## src/design/assert_macros.svh

```systemverilog
// Assertion helpers shared by the parser modules.
// Each macro places one labelled concurrent assertion, sampled on the
// rising clock edge and switched off while reset is high.
`ifndef ASSERT_MACROS_SVH
`define ASSERT_MACROS_SVH

// Same-cycle implication: when ante holds, cons holds on the same edge.
`define DSH_ASSERT_NOW(label, clk, rst, ante, cons, msg) \
   label: assert property (@(posedge clk) disable iff (rst) (ante) |-> (cons)) else $error(msg);

// Next-cycle implication: when ante holds, cons holds on the next edge.
`define DSH_ASSERT_NEXT(label, clk, rst, ante, cons, msg) \
   label: assert property (@(posedge clk) disable iff (rst) (ante) |=> (cons)) else $error(msg);

`endif

```

## src/design/dsh_pkg.sv

```systemverilog
// ----------------------------------------------------------------------------
// dsh_pkg: shared types and constants for the DTS sync header parser
// Sizes, register indexes, decode tables and the job record that travels
// from the front end through the queue to the back end.
// ----------------------------------------------------------------------------
`default_nettype none

package dsh_pkg;

   // Stream framing
   localparam int HEADER_BYTES  = 16;
   localparam int SEARCH_WINDOW = 16384;
   localparam int STORE_DEPTH   = 16;
   localparam int PRIME_BYTES   = 3;
   localparam int SYNC_BYTES    = 4;
   localparam logic [31:0] SYNC_WORD = 32'h7FFE_8001;

   localparam int IDX_W     = $clog2(HEADER_BYTES + 1);
   localparam int CNT_W     = $clog2(SEARCH_WINDOW + 1);
   localparam int STORE_AW  = $clog2(STORE_DEPTH);

   // Field widths
   localparam int BYTE_W    = 8;
   localparam int CHAN_W    = 4;
   localparam int RATE_W    = 16;
   localparam int BPS_W     = 5;
   localparam int FRAME_W   = 15;
   localparam int CHCODE_W  = 6;
   localparam int RTCODE_W  = 4;
   localparam int RSCODE_W  = 3;
   localparam int FSIZE_W   = 14;

   // Configuration port
   localparam int CSR_INDEX_W = 2;
   localparam int CSR_DATA_W  = 15;
   localparam logic [CSR_INDEX_W-1:0] REG_SEARCH_ENABLE    = 2'd0;
   localparam logic [CSR_INDEX_W-1:0] REG_FIXED_FRAME_SIZE = 2'd1;

   // Header field masks
   localparam logic [7:0] RATE_MASK = 8'h3C;
   localparam logic [7:0] CRC_MASK  = 8'h02;

   // Queue between front and back
   localparam int QUEUE_DEPTH = 2;
   localparam int QPTR_W      = $clog2(QUEUE_DEPTH);
   localparam int QCNT_W      = $clog2(QUEUE_DEPTH + 1);

   // Decode tables
   localparam logic [CHAN_W-1:0] CHAN_TAB [16] = '{
      4'd1, 4'd2, 4'd2, 4'd2, 4'd2, 4'd3, 4'd3, 4'd4,
      4'd4, 4'd5, 4'd6, 4'd6, 4'd6, 4'd7, 4'd8, 4'd8};
   localparam logic [RATE_W-1:0] RATE_TAB [16] = '{
      16'd0,     16'd8000,  16'd16000, 16'd32000,
      16'd0,     16'd0,     16'd11025, 16'd22050,
      16'd44100, 16'd0,     16'd0,     16'd12000,
      16'd24000, 16'd48000, 16'd0,     16'd0};
   localparam logic [BPS_W-1:0] RES_TAB [8] = '{
      5'd16, 5'd16, 5'd20, 5'd20, 5'd0, 5'd24, 5'd24, 5'd0};

   // One unit of work for the back end: a failure or raw header codes
   typedef struct packed {
      logic                fail;
      logic [CHCODE_W-1:0] chan_code;
      logic [RTCODE_W-1:0] rate_code;
      logic [RSCODE_W-1:0] res_code;
      logic [FSIZE_W-1:0]  size_field;
   } job_type;

   // Queue status seen by both sides
   typedef struct packed {
      logic full;
      logic empty;
   } q_status_type;

endpackage

`default_nettype wire

```

## src/design/dsh_front.sv

```systemverilog
// ----------------------------------------------------------------------------
// dsh_front: sync search and header collection
// Primes the window, scans for the core sync word, gathers header bytes and
// hands a failure or the raw header codes to the job queue.
// ----------------------------------------------------------------------------
`default_nettype none
`include "assert_macros.svh"

module dsh_front (
   input  wire logic                        clock,
   input  wire logic                        reset,
   input  wire logic                        req_valid,
   input  wire logic [dsh_pkg::BYTE_W-1:0]  req_data_byte,
   output logic                             req_stall,
   input  wire logic                        search_enable,
   input  wire dsh_pkg::q_status_type       q_status,
   output logic                             push,
   output dsh_pkg::job_type                 push_job
);

   typedef enum logic [1:0] {
      PH_PRIMING = 2'd0,
      PH_SEARCH  = 2'd1,
      PH_COLLECT = 2'd2
   } phase_type;

   phase_type                         phase_ff, phase_in;
   logic [31:0]                       window_ff, window_in;
   logic [dsh_pkg::IDX_W-1:0]         idx_ff, idx_in;
   logic [dsh_pkg::CNT_W-1:0]         count_ff, count_in;
   logic [dsh_pkg::BYTE_W-1:0]        hdr_ff [dsh_pkg::STORE_DEPTH];
   logic [dsh_pkg::BYTE_W-1:0]        view   [dsh_pkg::STORE_DEPTH];
   logic                              accept;
   logic [31:0]                       window_shift;
   logic [dsh_pkg::CNT_W-1:0]         count_inc, limit;
   logic [dsh_pkg::IDX_W-1:0]         idx_inc;
   logic [dsh_pkg::RSCODE_W-1:0]      res_code;

   assign req_stall    = q_status.full;
   assign accept       = req_valid && !q_status.full;
   assign window_shift = {window_ff[23:0], req_data_byte};
   assign count_inc    = count_ff + 1'b1;
   assign idx_inc      = idx_ff + 1'b1;
   assign limit        = search_enable ? dsh_pkg::CNT_W'(dsh_pkg::SEARCH_WINDOW)
                                       : dsh_pkg::CNT_W'(1);

   // Header as it stands with the byte now arriving merged in
   always_comb begin
      for (int i = 0; i < dsh_pkg::STORE_DEPTH; i++) begin
         view[i] = (idx_ff == dsh_pkg::IDX_W'(i)) ? req_data_byte : hdr_ff[i];
      end
   end

   assign res_code = ((view[4] & dsh_pkg::CRC_MASK) != 8'h00)
                   ? {view[13][0], view[14][7:6]}
                   : {view[11][0], view[12][7:6]};

   always_comb begin
      phase_in  = phase_ff;
      window_in = window_ff;
      idx_in    = idx_ff;
      count_in  = count_ff;
      push      = 1'b0;
      push_job  = '0;
      if (accept) begin
         case (phase_ff)
            PH_SEARCH: begin
               window_in = window_shift;
               if (window_shift == dsh_pkg::SYNC_WORD) begin
                  idx_in   = dsh_pkg::IDX_W'(dsh_pkg::SYNC_BYTES);
                  phase_in = PH_COLLECT;
               end else if (count_inc >= limit) begin
                  phase_in      = PH_PRIMING;
                  idx_in        = '0;
                  count_in      = '0;
                  push          = 1'b1;
                  push_job.fail = 1'b1;
               end else begin
                  count_in = count_inc;
               end
            end
            PH_COLLECT: begin
               idx_in = idx_inc;
               if (idx_inc >= dsh_pkg::IDX_W'(dsh_pkg::HEADER_BYTES)) begin
                  phase_in            = PH_PRIMING;
                  idx_in              = '0;
                  count_in            = '0;
                  push                = 1'b1;
                  push_job.chan_code  = {view[7][3:0], view[8][7:6]};
                  push_job.rate_code  = dsh_pkg::RTCODE_W'((view[8] & dsh_pkg::RATE_MASK) >> 2);
                  push_job.res_code   = res_code;
                  push_job.size_field = {view[5][1:0], view[6], view[7][7:4]};
               end
            end
            default: begin
               // priming; the unused code behaves the same
               window_in = window_shift;
               if (idx_inc >= dsh_pkg::IDX_W'(dsh_pkg::PRIME_BYTES)) begin
                  idx_in   = '0;
                  count_in = '0;
                  phase_in = PH_SEARCH;
               end else begin
                  idx_in   = idx_inc;
                  phase_in = PH_PRIMING;
               end
            end
         endcase
      end
   end

   always_ff @(posedge clock) begin
      if (reset) begin
         phase_ff  <= PH_PRIMING;
         window_ff <= '0;
         idx_ff    <= '0;
         count_ff  <= '0;
      end else begin
         phase_ff  <= phase_in;
         window_ff <= window_in;
         idx_ff    <= idx_in;
         count_ff  <= count_in;
      end
   end

   // Header bytes past the store are counted but not kept
   always_ff @(posedge clock) begin
      if (accept && phase_ff == PH_COLLECT &&
          idx_ff < dsh_pkg::IDX_W'(dsh_pkg::STORE_DEPTH)) begin
         hdr_ff[idx_ff[dsh_pkg::STORE_AW-1:0]] <= req_data_byte;
      end
   end

   `DSH_ASSERT_NEXT(a_push_restarts, clock, reset, push, phase_ff == PH_PRIMING && idx_ff == '0, "front: no restart after job")
   `DSH_ASSERT_NOW(a_collect_index, clock, reset, phase_ff == PH_COLLECT, idx_ff >= dsh_pkg::IDX_W'(dsh_pkg::SYNC_BYTES), "front: header index below sync length")

endmodule

`default_nettype wire

```

## src/design/dsh_queue.sv

```systemverilog
// ----------------------------------------------------------------------------
// dsh_queue: short job queue between front and back
// Two-entry FIFO of job records so each side can stall on its own.
// ----------------------------------------------------------------------------
`default_nettype none
`include "assert_macros.svh"

module dsh_queue (
   input  wire logic               clock,
   input  wire logic               reset,
   input  wire logic               push,
   input  wire dsh_pkg::job_type   push_job,
   input  wire logic               pop,
   output dsh_pkg::job_type        pop_job,
   output dsh_pkg::q_status_type   q_status
);

   dsh_pkg::job_type               entry_ff [dsh_pkg::QUEUE_DEPTH];
   logic [dsh_pkg::QPTR_W-1:0]     wr_ptr_ff, wr_ptr_in;
   logic [dsh_pkg::QPTR_W-1:0]     rd_ptr_ff, rd_ptr_in;
   logic [dsh_pkg::QCNT_W-1:0]     count_ff, count_in;

   assign q_status.full  = (count_ff == dsh_pkg::QCNT_W'(dsh_pkg::QUEUE_DEPTH));
   assign q_status.empty = (count_ff == '0);
   assign pop_job        = entry_ff[rd_ptr_ff];

   always_comb begin
      wr_ptr_in = wr_ptr_ff;
      rd_ptr_in = rd_ptr_ff;
      count_in  = count_ff;
      if (push) begin
         wr_ptr_in = (wr_ptr_ff == dsh_pkg::QPTR_W'(dsh_pkg::QUEUE_DEPTH - 1))
                   ? '0 : wr_ptr_ff + 1'b1;
      end
      if (pop) begin
         rd_ptr_in = (rd_ptr_ff == dsh_pkg::QPTR_W'(dsh_pkg::QUEUE_DEPTH - 1))
                   ? '0 : rd_ptr_ff + 1'b1;
      end
      case ({push, pop})
         2'b10:   count_in = count_ff + 1'b1;
         2'b01:   count_in = count_ff - 1'b1;
         default: count_in = count_ff;
      endcase
   end

   always_ff @(posedge clock) begin
      if (reset) begin
         wr_ptr_ff <= '0;
         rd_ptr_ff <= '0;
         count_ff  <= '0;
      end else begin
         wr_ptr_ff <= wr_ptr_in;
         rd_ptr_ff <= rd_ptr_in;
         count_ff  <= count_in;
      end
   end

   always_ff @(posedge clock) begin
      if (push) begin
         entry_ff[wr_ptr_ff] <= push_job;
      end
   end

   `DSH_ASSERT_NOW(a_no_overflow, clock, reset, push, !q_status.full, "queue: push while full")
   `DSH_ASSERT_NOW(a_no_underflow, clock, reset, pop, !q_status.empty, "queue: pop while empty")

endmodule

`default_nettype wire

```

## src/design/dsh_back.sv

```systemverilog
// ----------------------------------------------------------------------------
// dsh_back: header decode and result register
// Turns raw header codes into channel count, rate, resolution and frame
// size, and holds the result until the consumer takes it.
// ----------------------------------------------------------------------------
`default_nettype none
`include "assert_macros.svh"

module dsh_back (
   input  wire logic                          clock,
   input  wire logic                          reset,
   input  wire dsh_pkg::q_status_type         q_status,
   input  wire dsh_pkg::job_type              pop_job,
   output logic                               pop,
   input  wire logic [dsh_pkg::FRAME_W-1:0]   fixed_frame_size,
   output logic                               rsp_valid,
   input  wire logic                          rsp_stall,
   output logic                               rsp_status,
   output logic [dsh_pkg::CHAN_W-1:0]         rsp_channels,
   output logic [dsh_pkg::RATE_W-1:0]         rsp_sample_rate,
   output logic [dsh_pkg::BPS_W-1:0]          rsp_bits_per_sample,
   output logic [dsh_pkg::FRAME_W-1:0]        rsp_frame_bytes
);

   logic                          valid_ff;
   logic                          status_ff,   status_in;
   logic [dsh_pkg::CHAN_W-1:0]    chan_ff,     chan_in;
   logic [dsh_pkg::RATE_W-1:0]    rate_ff,     rate_in;
   logic [dsh_pkg::BPS_W-1:0]     bps_ff,      bps_in;
   logic [dsh_pkg::FRAME_W-1:0]   frame_ff,    frame_in;

   assign pop = !q_status.empty && (!valid_ff || !rsp_stall);

   always_comb begin
      status_in = pop_job.fail;
      chan_in   = '0;
      rate_in   = '0;
      bps_in    = '0;
      frame_in  = '0;
      if (!pop_job.fail) begin
         if (pop_job.chan_code < dsh_pkg::CHCODE_W'(16)) begin
            chan_in = dsh_pkg::CHAN_TAB[pop_job.chan_code[3:0]];
         end
         rate_in  = dsh_pkg::RATE_TAB[pop_job.rate_code];
         bps_in   = dsh_pkg::RES_TAB[pop_job.res_code];
         frame_in = (fixed_frame_size != '0) ? fixed_frame_size
                  : dsh_pkg::FRAME_W'(pop_job.size_field) + 1'b1;
      end
   end

   always_ff @(posedge clock) begin
      if (reset) begin
         valid_ff <= 1'b0;
      end else if (pop) begin
         valid_ff <= 1'b1;
      end else if (!rsp_stall) begin
         valid_ff <= 1'b0;
      end
   end

   always_ff @(posedge clock) begin
      if (pop) begin
         status_ff <= status_in;
         chan_ff   <= chan_in;
         rate_ff   <= rate_in;
         bps_ff    <= bps_in;
         frame_ff  <= frame_in;
      end
   end

   assign rsp_valid           = valid_ff;
   assign rsp_status          = status_ff;
   assign rsp_channels        = chan_ff;
   assign rsp_sample_rate     = rate_ff;
   assign rsp_bits_per_sample = bps_ff;
   assign rsp_frame_bytes     = frame_ff;

   `DSH_ASSERT_NOW(a_fail_zero, clock, reset, valid_ff && status_ff, chan_ff == '0 && rate_ff == '0 && bps_ff == '0 && frame_ff == '0, "back: failure result carries data")

endmodule

`default_nettype wire

```

## src/design/dts_sync_header_parser.sv

```systemverilog
// ----------------------------------------------------------------------------
// dts_sync_header_parser: DTS core frame sync and header parser
// Byte-wide stream in, one decoded header or search failure out per frame.
// ----------------------------------------------------------------------------
//
//   channel  direction  handshake              payload
//   req_     in         req_valid / req_stall  data_byte [7:0]
//   rsp_     out        rsp_valid / rsp_stall  status, channels, sample_rate,
//                                              bits_per_sample, frame_bytes
//   csr_     in         csr_valid / csr_ready  csr_index [1:0], csr_data [14:0]
//
// One request is taken every cycle while req_stall is low; the front end does
// one shift, one 32-bit compare and one counter step per byte.
// A result is registered first in the job queue and then in the output
// register after the byte that completes it.
// Request stall rises only when the two-entry job queue is full, which
// happens only while the consumer holds rsp_stall.
// Synchronous reset clears the sync window, counters, queue and output valid;
// registers go to search enabled and no fixed frame size.
// ----------------------------------------------------------------------------
`default_nettype none

module dts_sync_header_parser (
   input  wire logic                              clock,
   input  wire logic                              reset,
   // request channel
   input  wire logic                              req_valid,
   output logic                                   req_stall,
   input  wire logic [dsh_pkg::BYTE_W-1:0]        req_data_byte,
   // result channel
   output logic                                   rsp_valid,
   input  wire logic                              rsp_stall,
   output logic                                   rsp_status,
   output logic [dsh_pkg::CHAN_W-1:0]             rsp_channels,
   output logic [dsh_pkg::RATE_W-1:0]             rsp_sample_rate,
   output logic [dsh_pkg::BPS_W-1:0]              rsp_bits_per_sample,
   output logic [dsh_pkg::FRAME_W-1:0]            rsp_frame_bytes,
   // configuration write channel
   input  wire logic                              csr_valid,
   output logic                                   csr_ready,
   input  wire logic [dsh_pkg::CSR_INDEX_W-1:0]   csr_index,
   input  wire logic [dsh_pkg::CSR_DATA_W-1:0]    csr_data
);

   logic                          search_enable_ff;
   logic [dsh_pkg::FRAME_W-1:0]   fixed_frame_size_ff;
   logic                          push, pop;
   dsh_pkg::job_type              push_job, pop_job;
   dsh_pkg::q_status_type         q_status;

   // Registers are always writable; unknown indexes are dropped
   assign csr_ready = 1'b1;

   always_ff @(posedge clock) begin
      if (reset) begin
         search_enable_ff    <= 1'b1;
         fixed_frame_size_ff <= '0;
      end else if (csr_valid && csr_ready) begin
         case (csr_index)
            dsh_pkg::REG_SEARCH_ENABLE:    search_enable_ff    <= csr_data[0];
            dsh_pkg::REG_FIXED_FRAME_SIZE: fixed_frame_size_ff <= csr_data[dsh_pkg::FRAME_W-1:0];
            default: ;
         endcase
      end
   end

   // Front: prime, search, collect; push one job per frame or failure
   dsh_front u_front (
      .clock         (clock),
      .reset         (reset),
      .req_valid     (req_valid),
      .req_data_byte (req_data_byte),
      .req_stall     (req_stall),
      .search_enable (search_enable_ff),
      .q_status      (q_status),
      .push          (push),
      .push_job      (push_job)
   );

   // Queue: decouple byte intake from result delivery
   dsh_queue u_queue (
      .clock    (clock),
      .reset    (reset),
      .push     (push),
      .push_job (push_job),
      .pop      (pop),
      .pop_job  (pop_job),
      .q_status (q_status)
   );

   // Back: table decode and output register
   dsh_back u_back (
      .clock               (clock),
      .reset               (reset),
      .q_status            (q_status),
      .pop_job             (pop_job),
      .pop                 (pop),
      .fixed_frame_size    (fixed_frame_size_ff),
      .rsp_valid           (rsp_valid),
      .rsp_stall           (rsp_stall),
      .rsp_status          (rsp_status),
      .rsp_channels        (rsp_channels),
      .rsp_sample_rate     (rsp_sample_rate),
      .rsp_bits_per_sample (rsp_bits_per_sample),
      .rsp_frame_bytes     (rsp_frame_bytes)
   );

endmodule

`default_nettype wire

```

## config.mk

```make
export PLATFORM = sky130hd
export DESIGN_NAME = dts_sync_header_parser
export DESIGN_NICKNAME = d
export VERILOG_FILES = /design/src/design/dsh_pkg.sv /design/src/design/dsh_front.sv /design/src/design/dsh_queue.sv /design/src/design/dsh_back.sv /design/src/design/dts_sync_header_parser.sv
export VERILOG_INCLUDE_DIRS = /design/src /design/src/design
export SDC_FILE = /design/constraint.sdc
export NUM_CORES = 1
export LEC_CHECK = 0
export BUFFER_PORTS_ARGS = -buffer_cell sky130_fd_sc_hd__buf_4
export CORE_MARGIN = 2
export CORE_UTILIZATION = 45
export CTS_CLUSTER_SIZE = 12
export DETAILED_ROUTE_END_ITERATION = 16
export PLACE_DENSITY = 0.68
export SYNTH_ARGS = -nofsm -noshare
export SYNTH_HDL_FRONTEND = slang
export SYNTH_SLANG_ARGS = --single-unit
```

## constraint.sdc

```tcl
create_clock -name clock -period 4.4 [get_ports clock]
set_input_delay 0.44 -clock clock [delete_from_list [all_inputs] [get_ports clock]]
set_output_delay 0.44 -clock clock [all_outputs]
set_load 0.02 [all_outputs]
```

==> flow_metrics.tcl <==
set metrics [dict create \
    status "finished, final reports clean" \
    power_density_nw_per_um2 444 \
    p_sw_share_pct 29.6 \
    ant_nets 0 \
    cap_violations 0 \
    rows 51 \
    synth_commonest_cells "154 x nand2_1, 124 x edfxtp_1, 90 x a21oi_1, 68 x dfxtp_1, 67 x nor2_1" \
    dp_hpwl_um 12500 \
    crit_path_frequent_cell "ha_1" \
    vias 6248 \
    max_freq_mhz 249 \
    ys_async_sr_fraction_pct 0 \
    io-pin-count 74 \
    layout_setup_ws_ns 0.377 \
    intPower_mw 3.22 \
    core-area_um2 19500 \
    min_path_type "in2reg" \
    synth_area_leaders "edfxtp_1 41%, dfxtp_1 15%, nand2_1 6.4%" \
    clkSlewWorstSetupHoldPaths_ns 0.08 \
    yosys.area.top_type "edfxtp_1" \
    power_switching_mw 1.36 \
    dp.cells 1150 \
    grt_max_degree 60 \
    yosys_warnings 0 \
    slew_headroom_pct 21.2 \
    drive_gt1_share_pct 15.6 \
    gr-total-overflow 0 \
    grt_pass1_vias 5876 \
    critPathMaxFanout 8 \
    path_buf_inv 0 \
    p_comb_share_pct 19.4 \
    die_w_um 145 \
    dieArea_um2 21100 \
    postLayoutCellArea_um2 10300 \
    htree_num_levels 4 \
    tightest_slew_ns 1.18 \
    cp-start-kind "flip-flop" \
    p_leak_nw 3.51 \
    drt_iter0_markers 407 \
    cts_buffer_depth 2 \
    post-place-ws_ns 0.261 \
    p_seq_share_pct 46.7 \
    synth_cell_types 66 \
    synth_top_area_share_pct 41.5 \
    grt_pass1_wl_um 29600 \
    netlist_area_um2 8970 \
    wl_met1_um 8520 \
    wl_um 17900 \
    cts_tree "yes" \
    postCtsSetupRepairBufs 0 \
    crit_type "reg2reg" \
    antenna_found_initial 0 \
    fill_cells 1720 \
    viasPerCell 5.29 \
    required_ns 4.77 \
    start_util_pct 46.0 \
    cp.arrival_ns 4.39 \
    endpoint_kind "flip-flop" \
    synth.most_common_cell "nand2_1" \
    dpl-instance-area_um2 9680 \
    fin_skew_ns 0.0113 \
    max-vdd-ir-drop_v 0.000289 \
    area_delta_synth_final_pct 14.7 \
    ys.flop_type "edfxtp_1" \
    route.met3.wl_um 828 \
    setup_viol 0 \
    path_delay_family "simple AND/OR/NAND/NOR gates" \
    place_congestion 0.847 \
    path_cells "ha_2 -> nand3_2 -> nor2_1 -> nand4_1 -> xnor2_1 -> ha_1 -> or4b_2 -> a2111oi_4 -> and2_1 -> a211oi_1 -> o21bai_1 -> ha_1 -> or3_1 -> a21oi_1" \
    slowest_delay_ns 0.64 \
    clock_sinks 192 \
    die_y_um 145 \
    min_period_ns 4.02 \
    clockRootBuffer "clkbuf_16" \
    setup_tns_ns 0 \
    hold_violations 0 \
    synth_seq_cells 192 \
    fin_crit_sh_pct 91.4 \
    clk-insertion-delay-late_ns 0.44 \
    maxUsedRoutingLayer "met4" \
    regArea_um2 5090 \
    synth_edf_count 124 \
    critPathSlowestCell "or4b_2" \
    clockPowerShare_pct 33.9 \
    drt_first_pass_iters 5 \
    multiInputGateArea_um2 3620 \
    drv_slew 0 \
    io_buffers 69 \
    num_antenna_cells 0 \
    synth_seq_area_share_pct 56.7 \
    numCtsBuffers 17 \
    layoutNonFillerInstCount 1182 \
    remaining_drc_errors 0 \
    met2_length_um 8250 \
    grt_setup_unrepaired "no" \
    synthCells 856 \
    avgSynthCellArea_um2 10.5 \
    final_nets 955 \
    ctsHoldBuffers 0 \
    avgRoutedWirePerCell_um 15.2 \
    grt_usage_pct 17.1 \
]
worst paths after layout:
path	start	to	slack (ns)	depth (start not counted)
worst max-delay path	u_front.count_ff[1]	u_queue.count_ff[1]	0.38	14
worst min-delay path	csr_data[0]	search_enable_ff	0.22	2
worst max register to register	u_front.count_ff[1]	u_queue.count_ff[1]	0.38	14
worst min register to register	u_front.window_ff[23]	u_front.window_ff[23]	0.45	2
power groups by stage:
stage / sequential, mW / combinational [mW] / clock [mW]
floorplan: 2.25 / 0.533 / 0
global placement: 2.18 / 0.879 / 0
detailed placement: 2.18 / 0.888 / 0
CTS: 2.14 / 0.893 / 1.58
global route: 2.16 / 0.974 / 1.64
finish: 2.14 / 0.888 / 1.55
routing by layer:
| layer | track usage [%] | up-vias |
|---|---|---|
| met4 | 6.08 | 0 |
| met2 | 26.9 | 141 |
| li1 | - | 3169 |
| met3 | 3.40 | 25 |
| met1 | 23.7 | 2913 |
| met5 | 0 | - |
layout make-up:
class                      count  area share (%)
inverter                      17           0.620
multi-input combinational    598            35.2
sequential                   192            49.4
timing repair buffer          78            5.69
clock buffer                  17            4.13
clock inverter                15            1.80
tap                          265            3.22
per-stage QoR:
| stage | hold WS, ns | power, mW | util [%] |
|---|---|---|---|
| floorplan | 0.431 | 2.79 | - |
| detailed placement | 0.443 | 3.07 | 49.6 |
| global route | 0.210 | 4.77 | 52.7 |
| global placement | 0.444 | 3.06 | 49.6 |
| finish | 0.220 | 4.58 | 52.7 |
| CTS | 0.211 | 4.61 | 52.7 |
timing repair:
action / in CTS / in global routing
gates resized for setup: 0 / 2
endpoints found under the hold margin: 0 / 0
endpoints found under the setup margin: 0 / 1
cell families (layout without fill, tap and decap cells):
| logic type | count (synthesis) | in the layout | share of synthesized area (%) |
|---|---|---|---|
| simple gates | 347 | 347 | 18.4 |
| fa+ha+maj | 21 | 21 | 2.93 |
| buf+inv | 68 | 127 | 3.29 |
| other cells | 2 | 4 | 0.0837 |
| flops | 192 | 192 | 56.7 |
| xor+xnor | 21 | 21 | 2.05 |
| mux | 40 | 40 | 4.54 |
| compound gates | 165 | 165 | 12.1 |
cells in the final DEF (no fill, tap or decap), drive strengths merged, types with 9 or more instances in the layout:
master,synthesis,routed
a21oi,91,91
a2bb2oi,9,9
and2,13,13
and3,11,11
buf,24,78
clkbuf,27,17
dfxtp,68,68
edfxtp,124,124
ha,21,21
inv,17,24
mux2i,34,34
nand2,155,155
nand3,22,22
nor2,67,67
nor3,11,11
nor4,14,14
o21ai,15,15
xnor2,13,13
state kept, by name, summed over array words and instances (netlist names), named ones only:
signal                      flops
u_queue.count_ff                2
u_queue.wr_ptr_ff               1
u_back.rsp_valid                1
u_back.rsp_frame_bytes         15
u_front.hdr_ff                 31
fixed_frame_size_ff            15
u_front.count_ff               15
u_queue.rd_ptr_ff               1
u_back.rsp_status               1
u_back.rsp_bits_per_sample      3
search_enable_ff                1
u_queue.entry_ff               56
u_front.phase_ff                2
u_back.rsp_sample_rate         14
u_front.idx_ff                  5
u_front.window_ff              24
u_back.rsp_channels             4
Note: power is estimated with default switching activity, not from simulation.
